### src/sv/page_table_translate_assert.svh
// ---------------------------------------------------------------------------
// page_table_translate assertion macros
// Shorthand for clocked assertions, disabled while reset is low.
// ---------------------------------------------------------------------------
`ifndef PAGE_TABLE_TRANSLATE_ASSERT_SVH
`define PAGE_TABLE_TRANSLATE_ASSERT_SVH

// consequent must hold in the same cycle as the antecedent
`define PTT_ASSERT_NOW(lbl, ante, cons, msg) \
  lbl: assert property (@(posedge clk) disable iff (!rst_n) (ante) |-> (cons)) \
    else $error(msg);

// consequent must hold in the cycle after the antecedent
`define PTT_ASSERT_NEXT(lbl, ante, cons, msg) \
  lbl: assert property (@(posedge clk) disable iff (!rst_n) (ante) |=> (cons)) \
    else $error(msg);

`endif

### src/sv/ptt_pkg.sv
// ---------------------------------------------------------------------------
// ptt_pkg
// Shared constants and codes of the page table translator.
// ---------------------------------------------------------------------------
package ptt_pkg;

  // default geometry
  localparam int PAGE_WORDS_DEF = 8;
  localparam int NUM_PAGES_DEF  = 128;
  localparam int NUM_FRAMES_DEF = 16;

  // fixed port widths
  localparam int ACT_W      = 2;
  localparam int ADDR_W     = 16;
  localparam int DATA_W     = 32;
  localparam int FRAME_IN_W = 4;
  localparam int STATUS_W   = 2;
  localparam int FPAGE_W    = 7;
  localparam int STAMP_W    = 32;

  // request actions
  localparam logic [ACT_W-1:0] ACT_READ  = 2'd0;
  localparam logic [ACT_W-1:0] ACT_WRITE = 2'd1;
  localparam logic [ACT_W-1:0] ACT_MAP   = 2'd2;
  localparam logic [ACT_W-1:0] ACT_UNMAP = 2'd3;

  // result status
  localparam logic [STATUS_W-1:0] ST_OK    = 2'd0;
  localparam logic [STATUS_W-1:0] ST_FAULT = 2'd1;
  localparam logic [STATUS_W-1:0] ST_RANGE = 2'd2;

  // classified request kinds passed from front to back
  localparam int KIND_W = 3;
  localparam logic [KIND_W-1:0] K_RANGE = 3'd0;
  localparam logic [KIND_W-1:0] K_READ  = 3'd1;
  localparam logic [KIND_W-1:0] K_WRITE = 3'd2;
  localparam logic [KIND_W-1:0] K_MAP   = 3'd3;
  localparam logic [KIND_W-1:0] K_UNMAP = 3'd4;

  // page flag bits
  localparam int FLAGS_W = 3;
  localparam logic [FLAGS_W-1:0] FLAG_PRESENT = 3'b001;
  localparam logic [FLAGS_W-1:0] FLAG_USED    = 3'b010;
  localparam logic [FLAGS_W-1:0] FLAG_DIRTY   = 3'b100;

  // decoupling queue depth
  localparam int Q_DEPTH = 2;

endpackage

### src/sv/ptt_front.sv
// ---------------------------------------------------------------------------
// ptt_front
// Accepts requests, splits addresses, checks ranges, stamps accesses and
// queues a classified request for the back end.
// ---------------------------------------------------------------------------
module ptt_front #(
  parameter int PAGE_WORDS = ptt_pkg::PAGE_WORDS_DEF,
  parameter int NUM_PAGES  = ptt_pkg::NUM_PAGES_DEF,
  parameter int NUM_FRAMES = ptt_pkg::NUM_FRAMES_DEF,
  localparam int PG_W  = $clog2(NUM_PAGES),
  localparam int OFF_W = $clog2(PAGE_WORDS),
  localparam int FRM_W = (NUM_FRAMES > 1) ? $clog2(NUM_FRAMES) : 1,
  localparam int ENT_W = ptt_pkg::KIND_W + PG_W + OFF_W + FRM_W
                         + ptt_pkg::DATA_W + ptt_pkg::STAMP_W
) (
  input  logic                                 clk,
  input  logic                                 rst_n,
  input  logic                                 init_done,
  input  logic                                 in_push,
  output logic                                 in_full,
  input  logic [ptt_pkg::ACT_W-1:0]            in_action,
  input  logic [ptt_pkg::ADDR_W-1:0]           in_address,
  input  logic signed [ptt_pkg::DATA_W-1:0]    in_write_data,
  input  logic [ptt_pkg::FRAME_IN_W-1:0]       in_frame,
  output logic                                 q_push,
  output logic [ENT_W-1:0]                     q_wdata,
  input  logic                                 q_full
);

  // page = address / PAGE_WORDS by reciprocal multiply (exact for 16-bit addresses)
  localparam int RCP_SHIFT = ptt_pkg::ADDR_W + OFF_W;
  localparam int RCP_W     = ptt_pkg::ADDR_W + 1;
  localparam int PROD_W    = ptt_pkg::ADDR_W + RCP_W;
  localparam logic [RCP_W-1:0] RCP_MUL =
    RCP_W'(((64'd1 << RCP_SHIFT) + 64'(PAGE_WORDS) - 64'd1) / 64'(PAGE_WORDS));

  typedef struct packed {
    logic [ptt_pkg::KIND_W-1:0]        kind;
    logic [PG_W-1:0]                   page;
    logic [OFF_W-1:0]                  offs;
    logic [FRM_W-1:0]                  frame;
    logic signed [ptt_pkg::DATA_W-1:0] wdata;
    logic [ptt_pkg::STAMP_W-1:0]       stamp;
  } entry_t;

  logic                               s1_valid_r, s1_valid_nxt;
  logic [ptt_pkg::ACT_W-1:0]          act_r;
  logic [ptt_pkg::ADDR_W-1:0]         addr_r;
  logic signed [ptt_pkg::DATA_W-1:0]  wdata_r;
  logic [ptt_pkg::FRAME_IN_W-1:0]     frame_r;
  logic [PROD_W-1:0]                  prod_r;
  logic [ptt_pkg::STAMP_W-1:0]        cnt_r, cnt_nxt;

  logic                               accept;
  logic                               is_access;
  logic                               out_of_range;
  logic [ptt_pkg::ADDR_W-1:0]         page16;
  logic [31:0]                        offs32;
  logic [31:0]                        frame32;
  entry_t                             ent;

  assign in_full = !init_done || (s1_valid_r && q_full);
  assign accept  = in_push && !in_full;
  assign q_push  = s1_valid_r && !q_full;

  // address split
  assign page16  = ptt_pkg::ADDR_W'(prod_r >> RCP_SHIFT);
  assign offs32  = 32'(addr_r) - 32'(page16) * 32'(PAGE_WORDS);
  assign frame32 = 32'(frame_r);

  // classification
  assign is_access = (act_r == ptt_pkg::ACT_READ) || (act_r == ptt_pkg::ACT_WRITE);

  always_comb begin
    if (is_access) begin
      out_of_range = (32'(page16) >= 32'(NUM_PAGES));
    end else begin
      out_of_range = (32'(addr_r) >= 32'(NUM_PAGES))
                  || ((act_r == ptt_pkg::ACT_MAP) && (frame32 >= 32'(NUM_FRAMES)));
    end
  end

  always_comb begin
    ent.page  = is_access ? PG_W'(page16) : PG_W'(addr_r);
    ent.offs  = OFF_W'(offs32);
    ent.frame = FRM_W'(frame32);
    ent.wdata = wdata_r;
    ent.stamp = cnt_r + 32'd1;
    if (out_of_range) begin
      ent.kind = ptt_pkg::K_RANGE;
    end else begin
      case (act_r)
        ptt_pkg::ACT_READ:  ent.kind = ptt_pkg::K_READ;
        ptt_pkg::ACT_WRITE: ent.kind = ptt_pkg::K_WRITE;
        ptt_pkg::ACT_MAP:   ent.kind = ptt_pkg::K_MAP;
        default:            ent.kind = ptt_pkg::K_UNMAP;
      endcase
    end
  end

  assign q_wdata = ent;

  // stage valid and access counter
  always_comb begin
    s1_valid_nxt = s1_valid_r;
    if (accept) begin
      s1_valid_nxt = 1'b1;
    end else if (q_push) begin
      s1_valid_nxt = 1'b0;
    end
    cnt_nxt = (q_push && is_access) ? cnt_r + 32'd1 : cnt_r;
  end

  always_ff @(posedge clk) begin
    if (!rst_n) begin
      s1_valid_r <= 1'b0;
      cnt_r      <= '0;
    end else begin
      s1_valid_r <= s1_valid_nxt;
      cnt_r      <= cnt_nxt;
    end
  end

  // request capture with reciprocal product
  always_ff @(posedge clk) begin
    if (accept) begin
      act_r   <= in_action;
      addr_r  <= in_address;
      wdata_r <= in_write_data;
      frame_r <= in_frame;
      prod_r  <= PROD_W'(in_address) * PROD_W'(RCP_MUL);
    end
  end

endmodule

### config.mk
export PLATFORM = sky130hd
export DESIGN_NAME = ptt_front
export DESIGN_NICKNAME = d
export VERILOG_FILES = /design/src/sv/page_table_translate_assert.svh /design/src/sv/ptt_pkg.sv /design/src/sv/ptt_front.sv
export SDC_FILE = /design/constraint.sdc
export NUM_CORES = 1
export LEC_CHECK = 0
export BUFFER_PORTS_ARGS = -buffer_cell sky130_fd_sc_hd__buf_2
export CAP_MARGIN = 30
export CORE_MARGIN = 2
export CORE_UTILIZATION = 40
export DETAILED_ROUTE_END_ITERATION = 16
export PLACE_DENSITY = 0.71
export SYNTH_ARGS = -nofsm -noshare
export SYNTH_HDL_FRONTEND = slang
export SYNTH_SLANG_ARGS = --single-unit
### constraint.sdc
create_clock -name clk -period 4.1 [get_ports clk]
set_input_delay 0.82 -clock clk [delete_from_list [all_inputs] [get_ports clk]]
set_output_delay 0.82 -clock clk [all_outputs]
set_load 0.05 [all_outputs]
**Word-level counts from Yosys, hierarchy flattened**

Cells that the tools add are included.

- Add/sub/neg operators: 2
- Magnitude comparators: 3
- Equality and inequality tests: 2
- Mux-type cells: 6
- Reductions and logical operators: 13

Operators with widths:

| kind | number |
|---|---|
| $add A32 B1 Y32 const B | 1 |
| $ge A16 B8 Y1 const B | 1 |
| $ge A13 B8 Y1 const B | 1 |
| $pmux W3 S3 | 1 |
| $mux W7 | 1 |
| $ge A4 B5 Y1 const B | 1 |
| $logic_and A1 B1 Y1 | 5 |
| $logic_not A1 Y1 | 3 |
| $logic_or A1 B1 Y1 | 3 |
| $mux W1 | 3 |
| $mux W3 | 1 |
| $sub A3 B1 Y3 const B | 1 |
| $eq A2 B1 Y1 const B | 1 |
| $eq A2 B2 Y1 const B | 1 |
| $logic_not A2 Y1 | 1 |
| $reduce_bool A2 Y1 | 1 |

- Flip-flop bits (word level): 87
- Input bits: 59
- Output and inout bits: 83
- Word-level logic and storage cells: 32

**Depth between registers and ports, before layout**

- Word-level depth: 5
- Depth in mapped cells: 7
- Depth with buffers taken out: 7

**Least setup slack after synthesis**

Ideal clock, no wire load.

- Kind: flip-flop to output port
- Start: reg act_r[0] (netlist name)
- End: out q_wdata[78]
- Arrival time: 2.651 ns
- Required time: 3.280 ns
- Setup slack: 0.629 ns
- Stages on the path, launching flop included: 7
- Path through: edfxtp_1 inv_1 ha_1 nor2_1 clkbuf_1 a2111oi_0 nor3b_1

- Word-level cells in the longest chain between the ends: 5
- Elaborated cells on any way between the ends: 9
- Classes of those cells: eq/ne (2); mux (3); reduce/logical (4)

RTL lines:

| item | line | text |
|---|---|---|
| from (decl) | ptt_front.sv:47 | `logic [ptt_pkg::ACT_W-1:0] act_r;` |
| from (signal assigned) | ptt_front.sv:127 | `act_r <= in_action;` |
| $eq A2 B2 Y1 | ptt_front.sv:79, ptt_front.sv:92 |  |
| $logic_and A1 B1 Y1 | ptt_front.sv:79 | `\|\| ((act_r == ptt_pkg::ACT_MAP) && (frame32 >= 32'(NUM_FRAMES)));` |
| $logic_or A1 B1 Y1 | ptt_front.sv:79 |  |
| $mux W1 | ptt_front.sv:75 | `if (is_access) begin` |
| $mux W3 * | ptt_front.sv:89 | `if (out_of_range) begin` |
| to (decl) | ptt_front.sv:26 | `output logic [ENT_W-1:0] q_wdata,` |

Every way passes the cells marked *; elsewhere a longest branch is shown, timed or not.

**Final worst setup path**

- Start: reg cnt_r[2] (netlist name)
- End: out q_wdata[27]

- Word-level cells in the longest chain between the ends: 1

RTL lines:

| item | line | text |
|---|---|---|
| from (decl) | ptt_front.sv:52 | `logic [ptt_pkg::STAMP_W-1:0] cnt_r, cnt_nxt;` |
| from (signal assigned) | ptt_front.sv:120 | `cnt_r <= cnt_nxt;` |
| $add A32 B1 Y32 | ptt_front.sv:88 | `ent.stamp = cnt_r + 32'd1;` |

Every way passes these cells.

==> metrics.txt <==
CP Max Fanout 9; initial antenna violation count 1; mux cell area share after synthesis 2.24%; via count 2,920; Slew @ Worst Pin 0.733 ns; Post-synth EDFFs 54; power density cells 367 mW/mm²; Layout Nets 539; Worst-Skew Late Latency 0.36 ns; fillers 906; drt wl/cell 14.1 µm; clk_skew 0.00759 ns; diode count 0; 1st-pass router iterations 5; share of layout cells above drive strength 1 37.3%; TNS Setup 0 ns; most frequent cells in the layout buf_2 (141), edfxtp_1 (54), xnor2_1 (41), dfxtp_1 (33), nand2_1 (28); number of synthesized register bits 87; area growth from synthesis to layout 26.6%; met1 usage 18.8%; Post-synth ARST share 0%; Setup crit end kind output pin; initial core utilization 40.8%; Max Slew Vio Count 0; Yosys cell types 40; Hold Buf Count CTS 0; DRC viols 0; Final setup viols 0; Yosys Warn Count 0; required time worst endpoint 3.28 ns; H-tree depth 3; Mean Syn Cell Area 11.7 µm²; prevailing post-synth register cell edfxtp_1; Power Total 1.85 mW; met3 usage 5.29%; post_cts resized 0; row cnt 36; CTS buffer count 9; CTS max path bufs 2; leakage power 2.09 nW; post-synthesis adder-cell area fraction 1.57%; most common cell after layout, fill and taps aside buf_2; gr ovfl total 0; crit start category flip-flop; TritonCTS clock tree yes; setup ws final 0.778 ns; Die Y-Extent 104 µm; die area 0.0107 mm²; GR Util met2 27.9%; first-pass GRT wire length 14,000 µm; clk slew on worst S/H paths 0.09 ns; Arr. time, crit path 2.50 ns; GP Congestion 0.824; All-Layer GR Usage 16.4%; Min Hold Slack 0.511 ns; MaxCap Viol Count 0; I/O pin count 142; Synth Area in Compound Gates 1.61%; vias in the first global route 2,887; WL final 8620 µm; Slew HR 50.9%; Post-Synth Simple-Gate Area 21.6%; Sinks on Clock Net 87; largest net degree at the start of global routing 35; register-to-register path setup slack 1.92 ns; Core Box Area 0.00973 mm²; status finished clean; FMAX 0.301 GHz; busiest metal layer after global routing met2; HPWL Detailed 6520 µm; Post-Synth XOR/XNOR Area 12.6%; Port-buffer cells 141; Mapped Cells 339; die width 104 µm; pre-CTS setup slack 1.15 ns; DRT iter0 DRCs 110; largest family of logic cells by synthesized area simple AND/OR/NAND/NOR gates; Routed Antenna Nets 0; RSZ-0062 raised after global routing false; Max rail drop VDD 290 µV; Synthesized Nets 403; Seq/Total Area, Yosys 57.4%; CTS Root Cell clkbuf_8; vias per cell 4.76; Crit Path Category reg2out; share of the clock period used by the worst path 81.0%; Post-Syn Area 0.00397 mm²; final hold violations 0; Hold Crit Class reg2reg; minimum clock period 3.32 ns; post-CTS setup buffers 0
## where the power goes
part | switching (mW) | internal [mW] | total (mW)
registers | 0.00707 | 0.957 | 0.964
logic | 0.120 | 0.0457 | 0.166
clock network | 0.309 | 0.409 | 0.718
## cells by family after synthesis
family / count (synthesis)
buffers and inverters: 25
AND/OR/NAND/NOR: 147
XOR/XNOR: 57
flip-flops: 87
AO/OA/AOI/OAI: 10
multiplexers: 8
adder cells (fa/ha/maj): 5
## worst paths after layout
kind / start / endpoint / depth (start not counted)
max: cnt_r[2]$_SDFFE_PN0P_ / q_wdata[27] / 6
min: cnt_r[30]$_SDFFE_PN0P_ / cnt_r[30]$_SDFFE_PN0P_ / 2
max reg2reg: act_r[0]$_DFFE_PP_ / cnt_r[24]$_SDFFE_PN0P_ / 8
min reg2reg: cnt_r[30]$_SDFFE_PN0P_ / cnt_r[30]$_SDFFE_PN0P_ / 2
## cell usage after synthesis, types with 4 or more instances
library cell,count,area (µm²)
xor2_1,16,140
edfxtp_1,54,1620
clkbuf_1,6,22.5
nand4_1,13,81.3
dfxtp_1,33,661
nor2_1,14,52.6
nor2b_1,5,31.3
ha_1,5,62.6
nor3_1,7,35.0
nand3_1,22,110
o21ai_0,4,20.0
and2_1,27,169
nand2_1,28,105
inv_1,6,22.5
and3_1,6,37.5
mux2_2,7,78.8
xnor2_1,41,359
buf_2,7,35.0
nor3_2,4,40.0
or3_1,4,25.0
## registers in the layout (all words and copies together), names as in the netlist
register / count
act_r: 2
addr_r: 16
cnt_r: 32
frame_r: 4
s1_valid_r: 1
wdata_r: 32
## worst max-delay path, stage by stage (launching register included)
cell	delay (ns)
dfxtp_1	0.54
nand4_4	0.19
nor3_4	0.38
nand2_1	0.29
nor3_1	0.29
xor2_1	0.17
buf_2	0.28
## layout make-up
type	instances	area, µm²	share of cell area, %
clock inverter	6	115	2.29
clock buffer	10	128	2.54
sequential	87	2280	45.4
inverter	6	22.5	0.448
multi-input combinational	227	1580	31.3
tap	133	166	3.31
timing repair buffer	144	741	14.7
## through the flow
stage	utilization, %	cell area, µm²	std cells
floorplan	-	3970	339
global placement	49.0	4770	596
detailed placement	49.2	4790	597
CTS	51.7	5030	613
global route	51.7	5030	613
finish	51.7	5030	613
## metal layers
layer  up-vias  part of all wire (%)
li1       1440                     -
met1      1338                    41
met2       123                    48
met3        17                   8.2
met4         2                   2.5
met5         -                  0.20
(Power assumes the default switching activity.)
