`src/sv/page_table_translate_assert.svh`:
```
// ---------------------------------------------------------------------------
// page_table_translate assertion macros
// Shorthand for clocked assertions, disabled while reset is low.
// ---------------------------------------------------------------------------
`ifndef PAGE_TABLE_TRANSLATE_ASSERT_SVH
`define PAGE_TABLE_TRANSLATE_ASSERT_SVH

// consequent must hold in the same cycle as the antecedent
`define PTT_ASSERT_NOW(lbl, ante, cons, msg) \
  lbl: assert property (@(posedge clk) disable iff (!rst_n) (ante) |-> (cons)) \
    else $error(msg);

// consequent must hold in the cycle after the antecedent
`define PTT_ASSERT_NEXT(lbl, ante, cons, msg) \
  lbl: assert property (@(posedge clk) disable iff (!rst_n) (ante) |=> (cons)) \
    else $error(msg);

`endif

```
`src/sv/ptt_queue.sv`:
```
// ---------------------------------------------------------------------------
// ptt_queue
// Small register FIFO between the classify front and the table back end.
// ---------------------------------------------------------------------------
module ptt_queue #(
  parameter int W     = 8,
  parameter int DEPTH = 2,
  localparam int PTR_W = (DEPTH > 1) ? $clog2(DEPTH) : 1,
  localparam int CNT_W = $clog2(DEPTH + 1)
) (
  input  logic         clk,
  input  logic         rst_n,
  input  logic         push,
  input  logic [W-1:0] wdata,
  output logic         full,
  input  logic         pop,
  output logic [W-1:0] rdata,
  output logic         empty
);

  logic [W-1:0]     mem_r [DEPTH];
  logic [PTR_W-1:0] wr_ptr_r, wr_ptr_nxt;
  logic [PTR_W-1:0] rd_ptr_r, rd_ptr_nxt;
  logic [CNT_W-1:0] count_r, count_nxt;
  logic             do_push, do_pop;

  assign full    = (count_r == CNT_W'(DEPTH));
  assign empty   = (count_r == '0);
  assign rdata   = mem_r[rd_ptr_r];
  assign do_push = push && !full;
  assign do_pop  = pop && !empty;

  // pointer and fill tracking
  always_comb begin
    wr_ptr_nxt = wr_ptr_r;
    rd_ptr_nxt = rd_ptr_r;
    count_nxt  = count_r;
    if (do_push) begin
      wr_ptr_nxt = (wr_ptr_r == PTR_W'(DEPTH - 1)) ? '0 : wr_ptr_r + 1'b1;
    end
    if (do_pop) begin
      rd_ptr_nxt = (rd_ptr_r == PTR_W'(DEPTH - 1)) ? '0 : rd_ptr_r + 1'b1;
    end
    if (do_push && !do_pop) begin
      count_nxt = count_r + 1'b1;
    end else if (do_pop && !do_push) begin
      count_nxt = count_r - 1'b1;
    end
  end

  always_ff @(posedge clk) begin
    if (!rst_n) begin
      wr_ptr_r <= '0;
      rd_ptr_r <= '0;
      count_r  <= '0;
    end else begin
      wr_ptr_r <= wr_ptr_nxt;
      rd_ptr_r <= rd_ptr_nxt;
      count_r  <= count_nxt;
    end
  end

  // storage
  always_ff @(posedge clk) begin
    if (do_push) begin
      mem_r[wr_ptr_r] <= wdata;
    end
  end

endmodule

```
`config.mk`:
```
export PLATFORM = sky130hd
export DESIGN_NAME = ptt_queue
export DESIGN_NICKNAME = d
export VERILOG_FILES = /design/src/sv/page_table_translate_assert.svh /design/src/sv/ptt_queue.sv
export SDC_FILE = /design/constraint.sdc
export NUM_CORES = 1
export LEC_CHECK = 0
export BUFFER_PORTS_ARGS = -buffer_cell sky130_fd_sc_hd__buf_2
export CAP_MARGIN = 20
export CORE_UTILIZATION = 35
export DETAILED_ROUTE_END_ITERATION = 16
export GPL_ROUTABILITY_DRIVEN = 0
export GPL_TIMING_DRIVEN = 0
export PLACE_DENSITY = 0.64
export SKIP_CTS_REPAIR_TIMING = 1
export SLEW_MARGIN = 20
export SYNTH_ARGS = -nofsm -noshare
export SYNTH_HDL_FRONTEND = slang
export SYNTH_SLANG_ARGS = --single-unit
```
`constraint.sdc`:
```
create_clock -name clk -period 1.55 [get_ports clk]
set_clock_uncertainty 0.05 [all_clocks]
set_input_delay 0.155 -clock clk [delete_from_list [all_inputs] [get_ports clk]]
set_output_delay 0.155 -clock clk [all_outputs]
set_load 0.005 [all_outputs]
```
Word-level counts from Yosys, hierarchy flattened
Memory sizes are Yosys's and may differ from the RTL's. A register that Yosys moved wholly into a read port is not among the register bits.
Index checks and enable logic that the tools add are counted.

storage, ports and cells
  word-level logic and storage cells = 27
  memories = 1
  input bits = 12
  flip-flop bits (word level) = 4
  RAM bits = 16

memories
  name   depth  bits a word  rd ports  clocked after Yosys merged registers in  write ports  RTL line         RTL
  mem_r  2      8            1         1                                        1            ptt_queue.sv:21  logic [W-1:0] mem_r [DEPTH];

operators by class
  add/sub/neg operators = 4
  muxes and demuxes = 8
  equal/unequal tests = 1
  reductions and logical operators = 10

operators by type and width
  kind                   number
  $mux W1                6
  $logic_and A1 B1 Y1    4
  $logic_not A1 Y1       4
  $mux W2                2
  $add A1 B1 Y1 const B  2
  $add A2 B1 Y2 const B  1
  $eq A2 B2 Y1 const B   1
  $logic_not A2 Y1       1
  $reduce_bool A2 Y1     1
  $sub A2 B1 Y2 const B  1

Longest topological paths before layout
Gate-level depths: netlist of the first run.

  depth in word-level cells = 7
  gate-level depth with buffers = 7

Worst setup path before layout of the first run
No wires, ideal clock.

  kind = register to register
  start = register count_r[0]
  end = register count_r[1]
  path buffers = 0
  library setup time = 0.070 ns
  cell stages (with the launch flop) = 7
  setup slack = 0.046 ns
  data arrival time = 1.384 ns
  path through = dfxtp_1 nand2b_1 inv_2 nor2_1 ha_1 or3_1 a21boi_1

on the way
  longest elaborated chain between the ends = 6

RTL lines
  element                       RTL line         RTL
  start, declared               ptt_queue.sv:24  logic [CNT_W-1:0] count_r, count_nxt;
  start signal, assigned        ptt_queue.sv:59  count_r <= count_nxt;
  $eq A2 B2 Y1 *                ptt_queue.sv:27  assign full = (count_r == CNT_W'(DEPTH));
  via full                      ptt_queue.sv:15  output logic full,
  $logic_not A1 Y1 *            ptt_queue.sv:30  assign do_push = push && !full;
  $logic_and A1 B1 Y1 *         ptt_queue.sv:30
  $logic_not A1 Y1              ptt_queue.sv:46  end else if (do_pop && !do_push) begin
  $logic_and A1 B1 Y1           ptt_queue.sv:46
  $reduce_bool A2 Y1 (no line)  --

Mark *: on every way through the listed nets, which the timed path passes. The rest lies on a longest branch. The select of a mux whose other input is x is not followed.
A chain may end at the register's enable or synchronous reset.

Worst setup path after layout of the first run
  start = register count_r[0]
  end = register count_r[1]

on the way
  longest elaborated chain between the ends = 6

RTL lines
  element                                                  RTL line
  $eq A2 B2 Y1 or $logic_not A2 Y1 (tied branches)         ptt_queue.sv:27, ptt_queue.sv:28
  $logic_not A1 Y1, on equally long branches               ptt_queue.sv:30, ptt_queue.sv:31
  $logic_and A1 B1 Y1, on equally long branches            ptt_queue.sv:30, ptt_queue.sv:31
  $logic_not A1 Y1, on equally long branches               ptt_queue.sv:46, ptt_queue.sv:44
  $logic_and A1 B1 Y1, on equally long branches            ptt_queue.sv:46, ptt_queue.sv:44
  $reduce_bool A2 Y1 (no line) or $mux W2 (tied branches)  --

Several ways; a longest one is shown, not always the timed one. The select of a mux whose other input is x is not followed.

==> results of run 1 <==
==> Yosys cell counts <==
cell type / n / area, um^2
buf_2: 1 / 5.000
o21ai_1: 1 / 5.000
a21boi_0: 1 / 7.510
dfxtp_1: 5 / 100.1
xnor2_1: 2 / 17.52
ha_1: 1 / 12.51
nand2b_1: 1 / 6.260
a21boi_1: 1 / 7.510
inv_1: 1 / 3.750
or3_1: 1 / 6.260
o21ai_0: 1 / 5.000
and2_1: 3 / 18.77
xor2_1: 1 / 8.760
nor3_2: 1 / 10.01
edfxtp_1: 16 / 480.5
inv_2: 1 / 3.750
o21a_1: 1 / 7.510
and3_1: 1 / 6.260
mux2_2: 8 / 90.09
nor2_1: 2 / 7.510
==> stage by stage <==
step                      utilization  TNS (ps)  hold WS, ps
after global placement         0.4335    -509.6        294.0
final                          0.5014         0        71.91
after detailed placement       0.4335    -727.5        297.6
after floorplan                     -         0        203.9
after CTS                      0.4455    -852.7       -9.720
after global routing           0.5014    -231.0        57.02
==> flip-flops by register name, summed over array words and instances, names as in the netlist, named ones only <==
name      cells
count_r       2
mem_r        16
wr_ptr_r      1
rd_ptr_r      1
==> cell type report <==
type	count	area, um^2
Inverter	2	10.01
Buffer	1	7.507
Tap cell	28	35.03
Timing Repair Buffer	32	207.7
Multi-Input combinational cell	26	226.5
Fill cell	203	1092
Clock buffer	4	26.28
Sequential cell	21	585.6
==> worst paths after layout <==
check        startpoint    endpoint  slack, ps  cells past startpoint
max reg2reg  count_r[0]  count_r[1]         30                      7
min               rst_n    wr_ptr_r         70                      2
max          count_r[0]  count_r[1]         30                      7
min reg2reg  count_r[1]  count_r[1]        500                      2
==> logic make-up (layout without fill, tap and decap cells) <==
| family | after synthesis | in the layout | share of synthesized area |
|---|---|---|---|
| flip-flops | 21 | 21 | 0.7172 |
| AND/OR/NAND/NOR | 9 | 9 | 0.06803 |
| multiplexers | 8 | 8 | 0.1113 |
| AO/OA/AOI/OAI | 5 | 5 | 0.04018 |
| XOR/XNOR | 3 | 3 | 0.03246 |
| buffers and inverters | 3 | 39 | 0.01544 |
| adder cells (fa/ha/maj) | 1 | 1 | 0.01545 |
==> per-layer routing <==
| metal | part of all wire | vias to the layer above |
|---|---|---|
| li1 | - | 253 |
| met1 | 0.46 | 237 |
| met2 | 0.49 | 14 |
| met3 | 0.039 | 2 |
| met4 | 0.0075 | 0 |
| met5 | 0 | - |
==> where the power goes <==
group          internal, mW  switching (mW)
registers             0.727          0.0559
logic                 0.324           0.236
clock network        0.0999           0.152
total                  1.15           0.444
==> qor.yml, run 1 <==
arrival_ps: 1700
wire_per_inst_um: 11.77
syn_area_per_cell_um2: 16.19
max-slew-margin-rel: 0.5312
die_x_um: 50.09
postPlaceCellArea_um2: 949.7
ir_worst_vdd_mv: 0.8568
dp_cells: 99
drt_wl_total_mm: 1.342
synthToLayoutAreaGrowth_pct: 35.70
tritoncts: "done"
status: "completed"
fin_nets: 100
end_kind: "flip-flop"
detailedPlace.worstSlack_ps: -82.57
syn_area_um2: 809.5
powerDensity_nw_per_um2: 1452
cts_sinks: 21
rsz0062_at_grt: "yes"
min_period_ps: 1517
final_antenna_net_count: 0
ioPinCount: 22
ys_ff_latch: 21
finalHoldViolations: 0
leakage_nw: 0.4340
core.rowCount: 17
cp_max_fo: 5
cp.buffers_inverters: 1
die_h_um: 50.09
grt_usage: 0.1100
insertion_delay_ps: 290
fp.coreArea_um2: 2191
maxCapViolations: 0
synth_cell_types: 20
htree_levels: 1
drt_iter0_drc: 2
firstDrtPassIters: 4
cp_cell_sequence: "nand2b_4, inv_4, nor2_1, ha_2, xor2_1, or3_1, a21boi_1"
cpLargestDelayFamily: "simple AND/OR/NAND/NOR gates"
drive_gt1_frac: 0.4884
antenna_found_initial: 0
max_freq_mhz: 659.0
clk_transition_reported_paths_ps: 110
synth-seq-area-share: 0.7172
cts_buffer_depth: 2
slew_violations: 0
grt_pass1_vias: 475
grt_max_degree: 12
io_buffer_count: 21
setup_ws_ps: 32.57
use_met2: 0.1844
finalInstanceArea_um2: 1099
final_cell_mix: "buf_2, edfxtp_1, mux2_2, dlygate4sd3_1, clkbuf_4"
yosysWarningCount: 0
cts_root_buf: "clkbuf_4"
power_mw: 1.595
viasPerCell: 4.439
top_usage_layer: "met2"
timing.final.crit_share: 0.9790
cp_slowest_cell: "dfxtp_4"
final_common_cell: "buf_2"
post-dp-hpwl_um: 901.3
hold_class: "in -> reg"
grt_use_met3: 0.03395
syn_inst: 50
grtUsageMet1: 0.1233
critical_path.max_stage_delay_ps: 370
worst_slew_pin_slew_ps: 699.4
remaining_drc_errors: 0
setup_viol: 0
syn_nets: 63
cp.required_ps: 1730
startpoint_type: "flip-flop"
finalNonFillerCells: 114
vias: 506
path_class: "reg -> reg"
die-area_um2: 2509
grt-ovfl-total: 0
cts_made_buffers: 3
initial_core_util: 0.3695
diodes: 0
grt_pass1_wl_mm: 2.001
Power figures use the tool's default switching activity.
==> run 2, diff against run 1 <==
ABC_AREA = 1   (was default)
CORE_UTILIZATION = 44   (was 35)
GPL_ROUTABILITY_DRIVEN = default   (was 0)
PLACE_DENSITY = 0.76   (was 0.64)
==> run 2 against run 1 <==
  * Critical endpoint is now mem_r[0][1]
  * Core utilization grew 12 points
  * Synthesized cell count grew 26%
  * Global-route usage increased by 3.1 points
  * Routed wire length is 1.0% higher
  * Combinational power fell by 12%
  * Highest routed layer unchanged
  * Largest power group unchanged
  * Via count increased by 11%
  * Sequential power decreased by 1%
  * Critical path depth shrank 4
  * Setup slack improved by 24 ps
==> qor.yml, run 2 <==
status: "completed"
insertion_delay_ps: 290  # about the same
diodes: 0  # unchanged
largest_reg_flops: 16  # unchanged
cp_cell_sequence: "inv_1, o21ai_2, nor2_1"
finalHoldViolations: 0  # unchanged
rsz0062_at_grt: "yes"
grt_pass1_wl_mm: 1.994  # -0.35%
syn_area_per_cell_um2: 13.07  # -19%
die-area_um2: 2048  # -18%
yosysWarningCount: 0  # unchanged
finalNonFillerCells: 121  # +6.1%
die_h_um: 45.26  # -9.7%
cp_max_fo: 8  # +3
final_antenna_net_count: 0  # unchanged
drt_wl_total_mm: 1.356  # +1.0%
timing.hold.ws_ps: 52.67  # -19.24 ps
maxCapViolations: 0  # unchanged
fp.coreArea_um2: 1745  # -20%
ys_ff_latch: 21  # unchanged
path_class: "reg -> reg"
fin_util: 0.6215  # +0.1201
viasPerCell: 4.645  # +4.6%
cts_root_buf: "clkbuf_4"
timing.final.crit_share: 0.9638  # -0.01523
ioPinCount: 22  # unchanged
min_period_ps: 1494  # -23.61 ps
worst_slew_pin_slew_ps: 681.8  # -17.59 ps
synthTopCellsByCount: "edfxtp_1, nor2_1, inv_1, mux2_2, nand2_1"
synthToLayoutAreaGrowth_pct: 31.76
synth_cell_types: 15  # -25%
synth_edf_count: 16  # unchanged
postPlaceCellArea_um2: 959.7  # +1.1%
syn_nets: 76  # +21%
synth.most_common_cell: "edfxtp_1"
drive_gt1_frac: 0.4167  # -0.07171
dp_cells: 109  # +10%
die_x_um: 45.26  # -9.7%
max-slew-margin-rel: 0.5438  # +0.01259
startpoint_type: "flip-flop"
powerDensity_nw_per_um2: 1392  # -4.2%
synth_top_area_share: 0.5836  # -0.009922
final_common_cell: "buf_2"
slew_violations: 0  # unchanged
final_cell_mix: "buf_2, edfxtp_1, nor2_1"
syn_area_um2: 823.3  # +1.7%
synth_area_leaders: "edfxtp_1, dfxtp_1, mux2_2, nor2_1, inv_1"
end_kind: "flip-flop"
cts_sinks: 21  # unchanged
grt_max_degree: 13  # +1
core.rowCount: 15  # -2
antenna_found_initial: 0  # unchanged
yosys.area.top_type: "edfxtp_1"
cts_made_buffers: 3  # unchanged
clk_transition_reported_paths_ps: 110  # about the same
finalInstanceArea_um2: 1085  # -1.3%
firstDrtPassIters: 4  # unchanged
initial_core_util: 0.4717  # +0.1022
synth-main-ff-cell: "edfxtp_1"
setup_viol: 0  # unchanged
critical_path.max_stage_delay_ps: 530  # +160 ps
cp.required_ps: 1430  # -300 ps
grt_pass1_vias: 517  # +8.8%
fin_nets: 110  # +10%
cpLargestDelayFamily: "simple AND/OR/NAND/NOR gates"
max_freq_mhz: 669.4  # +1.6%
regMostFlops: "mem_r"
post-dp-hpwl_um: 947.8  # +5.2%
synth-seq-area-share: 0.7052  # -0.01199
reg.largest.list: "mem_r (16), count_r (2)"
wire_per_inst_um: 11.21  # -4.8%
ir_worst_vdd_mv: 0.8130  # -5.1%
hold_class: "in -> reg"
tritoncts: "done"
grt-ovfl-total: 0  # unchanged
htree_levels: 1  # unchanged
grt_usage: 0.1410  # +0.03108
cp_slowest_cell: "nor2_1"
vias: 562  # +11%
drt_iter0_drc: 3  # +1
routabilityCongestion: 0.7052
cts_buffer_depth: 2  # unchanged
arrival_ps: 1370  # -330 ps
cp.buffers_inverters: 1  # unchanged
syn_inst: 63  # +26%
io_buffer_count: 21  # unchanged
remaining_drc_errors: 0  # unchanged
leakage_nw: 0.4499  # +3.7%
synthArstFlopShare: 0  # unchanged
-- run 2: changes by cell type in the layout (fill, tap and decap cells not counted), moves of 2 or more --
| cell | delta |
|---|---|
| nor2_1 | +8 |
| and2_1 | -3 |
| inv_1 | +7 |
| buf_4 | -3 |
| nand2_1 | +6 |
| xnor2_1 | -2 |
-- run 2: metal layers --
metal  up-vias  part of all wire  track usage
met2        15              0.55       0.2812
li1        279                 -            -
met3         2             0.041      0.03600
met5         -                 0            0
met4         0            0.0088      0.05455
met1       266              0.40       0.1335
-- run 2: path summary, 6_finish.rpt --
kind	from	slack [ps]	cells after the start	to
worst min register to register	count_r[0]	470	2	count_r[0]
worst max-delay path	count_r[1]	60	3	mem_r[0][1]
worst min-delay path	rst_n	50	3	count_r[1]
worst max register to register	count_r[1]	60	3	mem_r[0][1]
-- run 2: layout make-up --
type / instances / area (um^2)
buffer: 1 / 7.507
tap: 25 / 31.28
timing repair buffer: 29 / 185.2
sequential: 21 / 583.1
clock buffer: 3 / 22.52
inverter: 9 / 33.78
clock inverter: 1 / 5.005
multi-input combinational: 32 / 216.5
fill: 159 / 660.6
-- run 2: kinds of logic (layout without fill, tap and decap cells) --
group	count (synthesis)	after routing	share of synthesized area
flip-flops	21	21	0.7052
buffers and inverters	10	43	0.04710
multiplexers	8	8	0.1094
AND/OR/NAND/NOR	19	19	0.09423
AO/OA/AOI/OAI	4	4	0.02887
adder cells (fa/ha/maj)	1	1	0.01520
-- run 2: stage by stage --
| step | worst slack (ps) | power, mW | setup TNS, ps |
|---|---|---|---|
| 2_1_floorplan | 206.3 | 1.071 | 0 |
| 3_3_place_gp | 86.38 | 1.201 | 0 |
| 3_5_place_dp | 33.19 | 1.232 | 0 |
| 4_1_cts | 18.57 | 1.476 | 0 |
| 5_1_grt | -23.34 | 1.622 | -187.3 |
| 6_report | 56.18 | 1.510 | 0 |
-- run 2: tightest hold or removal path, delay by kind of cell --
family | cells | cell delay, ps
buffers and inverters | 1 | 120
and+or+nand+nor | 2 | 90
-- run 2: where the power goes --
part | leakage, nW | switching (mW) | total [mW] | internal [mW]
clock | 0.0177 | 0.150 | 0.246 | 0.0958
combinational | 0.241 | 0.255 | 0.491 | 0.235
sequential | 0.191 | 0.0491 | 0.773 | 0.724
